## config.mk

```make
export PLATFORM = sky130hd
export DESIGN_NAME = swd_rq
export DESIGN_NICKNAME = d
export VERILOG_FILES = /design/src/hw/rtl/swd_pkg.sv /design/src/hw/rtl/swd_rq.sv
export VERILOG_INCLUDE_DIRS = /design/src /design/src/hw/rtl
export SDC_FILE = /design/constraint.sdc
export NUM_CORES = 2
export LEC_CHECK = 0
export BUFFER_PORTS_ARGS = -buffer_cell sky130_fd_sc_hd__buf_2
export CAP_MARGIN = 25
export CORE_UTILIZATION = 45
export DETAILED_ROUTE_END_ITERATION = 8
export PLACE_DENSITY = 0.64
export SLEW_MARGIN = 20
export SYNTH_ARGS = -nofsm -noshare
export SYNTH_HDL_FRONTEND = slang
export SYNTH_SLANG_ARGS = --single-unit
export TNS_END_PERCENT = 30
```

## constraint.sdc

```tcl
create_clock -name clk -period 3.4 [get_ports clk]
set_input_delay 0.51 -clock clk [delete_from_list [all_inputs] [get_ports clk]]
set_output_delay 0.51 -clock clk [all_outputs]
set_load 0.01 [all_outputs]
```

## src/hw/rtl/sigmoid_with_derivative_top_defines.svh

```systemverilog
// Assertion macros shared by the sigmoid/derivative RTL.
// No dependencies; included by the modules that carry checks.
`ifndef SIGMOID_WITH_DERIVATIVE_TOP_DEFINES_SVH
`define SIGMOID_WITH_DERIVATIVE_TOP_DEFINES_SVH

// same-cycle implication, disabled while reset is low
`define SWD_ASSERT_IMP(name, clk, rst_n, ante, cons, msg) \
	name: assert property (@(posedge clk) disable iff (!rst_n) (ante) |-> (cons)) \
		else $error(msg);

// next-cycle implication, disabled while reset is low
`define SWD_ASSERT_NXT(name, clk, rst_n, ante, cons, msg) \
	name: assert property (@(posedge clk) disable iff (!rst_n) (ante) |=> (cons)) \
		else $error(msg);

`endif

```

## src/hw/rtl/swd_pkg.sv

```systemverilog
// Shared types and constants for the sigmoid/derivative block.
// No dependencies; imported by swd_core, swd_rq and the top level.
package swd_pkg;

	localparam int SIG_W   = 16;         // result width, unsigned Q0.16
	localparam int Q_AW    = 7;          // result queue address bits
	localparam int Q_DEPTH = 1 << Q_AW;  // result queue entries

	// one result beat from the datapath into the result queue
	typedef struct packed {
		logic             vld;
		logic [SIG_W-1:0] y;
	} res_beat_t;

endpackage

```

## src/hw/rtl/swd_rq.sv

```systemverilog
// Result queue: single-port-per-side memory with registered read feeding the output.
// Depends on swd_pkg and the assertion macro header.
`include "sigmoid_with_derivative_top_defines.svh"

module swd_rq (
	input  logic                      clk,
	input  logic                      arst_n,
	input  swd_pkg::res_beat_t        res,
	output logic                      out_valid,
	input  logic                      out_ready,
	output logic [swd_pkg::SIG_W-1:0] y
);
	import swd_pkg::*;

	logic [SIG_W-1:0] mem [Q_DEPTH];
	logic [Q_AW-1:0]  wptr_q;
	logic [Q_AW-1:0]  rptr_q;
	logic [Q_AW:0]    cnt_q;
	logic             vld_q;
	logic [SIG_W-1:0] rd_q;
	logic             ld;

	// read straight into the output register when it is empty or draining
	assign ld = (cnt_q != '0) && (!vld_q || out_ready);

	always_ff @(posedge clk) begin
		if (res.vld) begin
			mem[wptr_q] <= res.y;
		end
	end

	always_ff @(posedge clk) begin
		if (ld) begin
			rd_q <= mem[rptr_q];
		end
	end

	always_ff @(posedge clk or negedge arst_n) begin
		if (!arst_n) begin
			wptr_q <= '0;
			rptr_q <= '0;
			cnt_q  <= '0;
			vld_q  <= 1'b0;
		end else begin
			if (res.vld) begin
				wptr_q <= wptr_q + 1'b1;
			end
			if (ld) begin
				rptr_q <= rptr_q + 1'b1;
			end
			cnt_q <= cnt_q + (Q_AW+1)'(res.vld) - (Q_AW+1)'(ld);
			priority if (ld) begin
				vld_q <= 1'b1;
			end else if (out_ready) begin
				vld_q <= 1'b0;
			end else begin
				vld_q <= vld_q;
			end
		end
	end

	assign out_valid = vld_q;
	assign y         = rd_q;

	`SWD_ASSERT_IMP(a_rq_no_overflow, clk, arst_n, res.vld, cnt_q < (Q_AW+1)'(Q_DEPTH), "result queue written while full")
	`SWD_ASSERT_NXT(a_rq_refill, clk, arst_n, vld_q && out_ready && (cnt_q != '0), vld_q, "output gap while queue holds beats")
	`SWD_ASSERT_NXT(a_rq_fill, clk, arst_n, !vld_q && (cnt_q != '0), vld_q, "output register left empty")

endmodule

```

# Word-level counts from Yosys, hierarchy flattened
# Memories as Yosys holds them, arrays and structs flattened. A register that Yosys moved wholly into a read port is not among the register bits.
# Index checks and enable logic that the tools add are counted.
dict set report word_totals {
  reg_bits 23
  ram_bits 2048
  memories 1
  wordCells 18
}
# name depth width rd rd_ports_with_merged_regs wr line_no
set memory_table {}
lappend memory_table {mem 128 16 1 1 1 swd_rq.sv:15} ;# logic [SIG_W-1:0] mem [Q_DEPTH];
dict set report op_classes {
  muxes 4
  reduce_logical 5
  addsub 4
}
# operator n
set ops {}
lappend ops {{$add 7x1->7 const B} 2}
lappend ops {{$add 8x1->8} 1}
lappend ops {{$reduce_bool 8->1} 1}
lappend ops {{$sub 8x1->8} 1}
lappend ops {{$mux 1} 4}
lappend ops {{$reduce_bool 2->1} 1}
lappend ops {{$logic_and 1x1->1} 1}
lappend ops {{$logic_not 1->1} 1}
lappend ops {{$logic_or 1x1->1} 1}

# Logic depth before layout (Yosys ltp)
dict set report depth {
  ltp_word 4
  mapped_depth 13
  ltp_nobuf 13
}

# Least setup slack after synthesis
# Ideal clock, no wire load.
dict set report synth_timing {
  path_type {reg2reg}
  startpoint {register cnt_q[2]}
  endpoint {register cnt_q[7]}
  setup_slack_ps -191
  stages_incl_launch_ff 14
  period_less_slack_ps 3591
  t_arrival_ps 3512
  path_cell_list {dfrtp_1 > inv_1 > ha_1 > a41oi_1 > ha_1 > inv_1 > ha_1 > a21o_1 > a21oi_1 > o21bai_1 > a21oi_1 > o21bai_1 > a21oi_1 > xor2_1}
}
dict set report synth_between {
  elab_chain_len 3
}
# item line_no
set synth_lines {}
lappend synth_lines {{from (decl)} swd_rq.sv:18} ;# logic [Q_AW:0] cnt_q;
lappend synth_lines {{from (signal assigned)} swd_rq.sv:51} ;# cnt_q <= cnt_q + (Q_AW+1)'(res.vld) - (Q_AW+1)'(ld);
lappend synth_lines {{$reduce_bool 8->1} swd_rq.sv:24} ;# assign ld = (cnt_q != '0) && (!vld_q || out_ready);
lappend synth_lines {{$logic_and 1x1->1} swd_rq.sv:24}
lappend synth_lines {{net ld} swd_rq.sv:21} ;# logic ld;
lappend synth_lines {{$sub 8x1->8} swd_rq.sv:51}
# The timed path passes the listed nets, and every way through them passes these cells.
# A chain may end at the register's enable or synchronous reset.

==> impl_metrics.env <==
export IMPL_post_route_drc_count=0
export IMPL_synth_most_common_cell="edfxtp_1"
export IMPL_violations="setup timing"
export IMPL_filler_cell_count=13818
export IMPL_grt_pass1_wl_mm=285
export IMPL_clock_path_buffers=3
export IMPL_yosys_warnings=0
export IMPL_track_usage=0.221
export IMPL_clockRootBuffer="clkbuf_16"
export IMPL_outcome="finished with violations"
export IMPL_first_iter_violations=4380
export IMPL_regArea_sq_um=62600
export IMPL_place_hpwl_mm=120
export IMPL_synth_enable_flop_cells=2064
export IMPL_finalPower_mw=74.1
export IMPL_setup_viol=1
export IMPL_synth_cells=3670
export IMPL_p_leak_nw=29.9
export IMPL_antenna_found_initial=6
export IMPL_yosysSeqAreaShare=0.775
export IMPL_via_per_inst=5.93
export IMPL_synth_top_cell_by_area="edfxtp_1"
export IMPL_area_delta_synth_final_pct=14.7
export IMPL_syn_avg_cell_area_sq_um=22.0
export IMPL_first_pass_iters=5
export IMPL_ys_types=56
export IMPL_cp_end_kind="register"
export IMPL_synth_nets=3704
export IMPL_syn_cell_area_sq_um=80700
export IMPL_vias=39046
export IMPL_ys_ff_latch=2087
export IMPL_cts_made_buffers=204
export IMPL_wl_mm=199
export IMPL_numPortBuffers=36
export IMPL_fmax_ghz=0.293
export IMPL_synth_area_leaders="edfxtp_1 77%, mux4_2 13%, mux2i_1 3.4%"
export IMPL_cts_clk_slew_worst_paths_ns=0.06
export IMPL_arrival_ns=3.99
export IMPL_path_depth=9
export IMPL_ir_drop_mv=0.758
export IMPL_synth_common_cells="2064 x edfxtp_1, 456 x mux4_2, 272 x mux2i_1"
export IMPL_grt_pass1_vias=38976
export IMPL_final_nets=4088
export IMPL_cp_max_fo=37
export IMPL_path_cells="buf_12 > nand2b_1 > o22ai_1 > nor4_2 > nor4_1 > buf_4 > nor2_1 > a21oi_1 > o221a_2"
export IMPL_rows=155
export IMPL_worst_slew_pin_slew_ns=0.989
export IMPL_hold_path_class="input port to register"
export IMPL_synth_top_cell_area_share=0.768
export IMPL_die_w_um=426
export IMPL_io_pins=37
export IMPL_hold_depth=1
export IMPL_wl_per_cell_um=30.2
export IMPL_cts_sinks=2087
export IMPL_critPathLaunchType="register"
export IMPL_start_util=0.453
export IMPL_multi_input_area_sq_um=17000
export IMPL_slowest_stage="dfrtp_4"
export IMPL_layout_drive_gt1_share=0.278
export IMPL_power_density_nw_per_um2=800
export IMPL_period_share=1.00
export IMPL_rsz0062_at_grt="no"
export IMPL_holdWs_ns=0.0657
export IMPL_min_period_ns=3.41
export IMPL_place_congestion=0.898
export IMPL_cts_tree="built"
export IMPL_slowest_delay_ns=0.68
export IMPL_grt_max_degree=129
export IMPL_die_h_um=426
export IMPL_synth_flop_cell="edfxtp_1"
export IMPL_clock_latency_ns=0.86
export IMPL_core_sq_um=178000
export IMPL_ff2ff_path_depth=9
export IMPL_gr_total_overflow=0
export IMPL_slew_violations=0
export IMPL_finalWorstSetupSlack_ns=-0.00742
export IMPL_clock_skew_ns=0.0593
export IMPL_critPathBufInv=2
export IMPL_async_reset_ff_frac=0.0110
export IMPL_antenna_left=0
export IMPL_critPathTopFamily="simple AND/OR/NAND/NOR gates"
export IMPL_worstPathRequired_ns=3.98
export IMPL_path_class="register to register"
export IMPL_maxCapViolCount=0
export IMPL_dieArea_sq_um=181000
export IMPL_slew_headroom=0.334
export IMPL_finalHoldViolCount=0
export IMPL_cts_htree_levels=4
[what timing repair did]
item                                   4_1_cts  5_1_grt
hold buffers                                 1        0
gates resized for setup                      8        3
endpoints found under the hold margin       23        0
setup endpoints to repair                    5        3
buffers inserted                             0        0
[worst register-to-register path: stages, from the launching register on]
cell	delay, ns
dfrtp_4	0.68
buf_12	0.29
nand2b_1	0.42
o22ai_1	0.15
nor4_2	0.50
nor4_1	0.19
buf_4	0.19
nor2_1	0.36
a21oi_1	0.08
o221a_2	0.27
[power by group]
part | internal (mW) | total (mW) | switching (mW)
clock network | 12.0 | 21.7 | 9.65
logic | 10.0 | 22.6 | 12.6
registers | 29.1 | 29.8 | 0.616
[final timing paths]
path                           start    endpoint  slack, ns
setup / recovery           rptr_q[1]        y[9]     -0.007
hold / removal                res[6]  mem[40][6]       0.07
setup reg to reg           rptr_q[1]        y[9]     -0.007
hold reg to reg            wptr_q[4]   wptr_q[4]       0.56
max in group asynchronous     arst_n   rptr_q[3]       2.57
min in group asynchronous     arst_n   rptr_q[5]       0.27
[layout make-up]
type | instances | share of cell area
diodes | 1 | 0.0000270
clock buffers | 258 | 0.0580
clock inverters | 123 | 0.0118
inverters | 15 | 0.000608
multi-input cells | 1363 | 0.184
flip-flops and latches | 2087 | 0.676
well taps | 2355 | 0.0318
repair buffers | 383 | 0.0379
[cells by family after synthesis]
family	after synthesis	share of synthesized area
AOI/OAI and AO/OA	297	0.0248
xor gates and xnor gates	18	0.00195
adders and majority gates	14	0.00226
buffers and inverters	220	0.0162
DFF	2087	0.775
muxes	748	0.164
and+or+nand+nor	286	0.0160
[cell usage in the layout (no fill, tap or decap), drive strengths merged, types with 7 or more instances in the layout]
master	Yosys	final
a22o	14	14
nand3	17	17
nand2	57	57
xor2	7	7
a31oi	18	18
a22oi	77	77
a211oi	11	11
buf	115	381
mux4	458	458
a21oi	70	70
xnor2	11	11
o21ai	38	38
o22ai	16	16
nor3	18	18
dfrtp	23	23
edfxtp	2064	2064
a221oi	24	24
mux2i	272	272
bufinv	0	10
nor2	131	131
nor2b	25	25
mux2	18	18
clkinv	0	106
inv	15	19
o221ai	7	7
clkbuf	90	259
nand2b	7	7
ha	13	13
[metrics by stage]
step	worst slack, ns	TNS (ns)	utilization	area (sq um)	cells
after floorplan	0.405	0	-	80800	3670
after CTS	0.00280	0	0.519	92500	6581
after global routing	0.0329	0	0.519	92600	6584
after detailed placement	-0.316	-0.746	0.482	86000	6199
final	-0.00742	-0.00742	0.519	92600	6585
after global placement	-0.308	-1.04	0.482	86000	6199
[routing by layer]
| metal | GRT usage | up-vias | share of wire | wire length, um |
|---|---|---|---|---|
| li1 | - | 16209 | - | - |
| met1 | 0.310 | 20959 | 0.41 | 80800 |
| met2 | 0.350 | 1608 | 0.48 | 96000 |
| met3 | 0.0404 | 268 | 0.077 | 15300 |
| met4 | 0.0745 | 2 | 0.032 | 6430 |
| met5 | 0 | - | 0.000086 | 17 |
[registers in the layout, indices dropped and copies added, names as in the netlist]
signal and cells:
mem 2048, y 16, cnt_q 8, rptr_q 7
wptr_q 7, out_valid 1
Note: power is estimated with default switching activity, not from simulation.
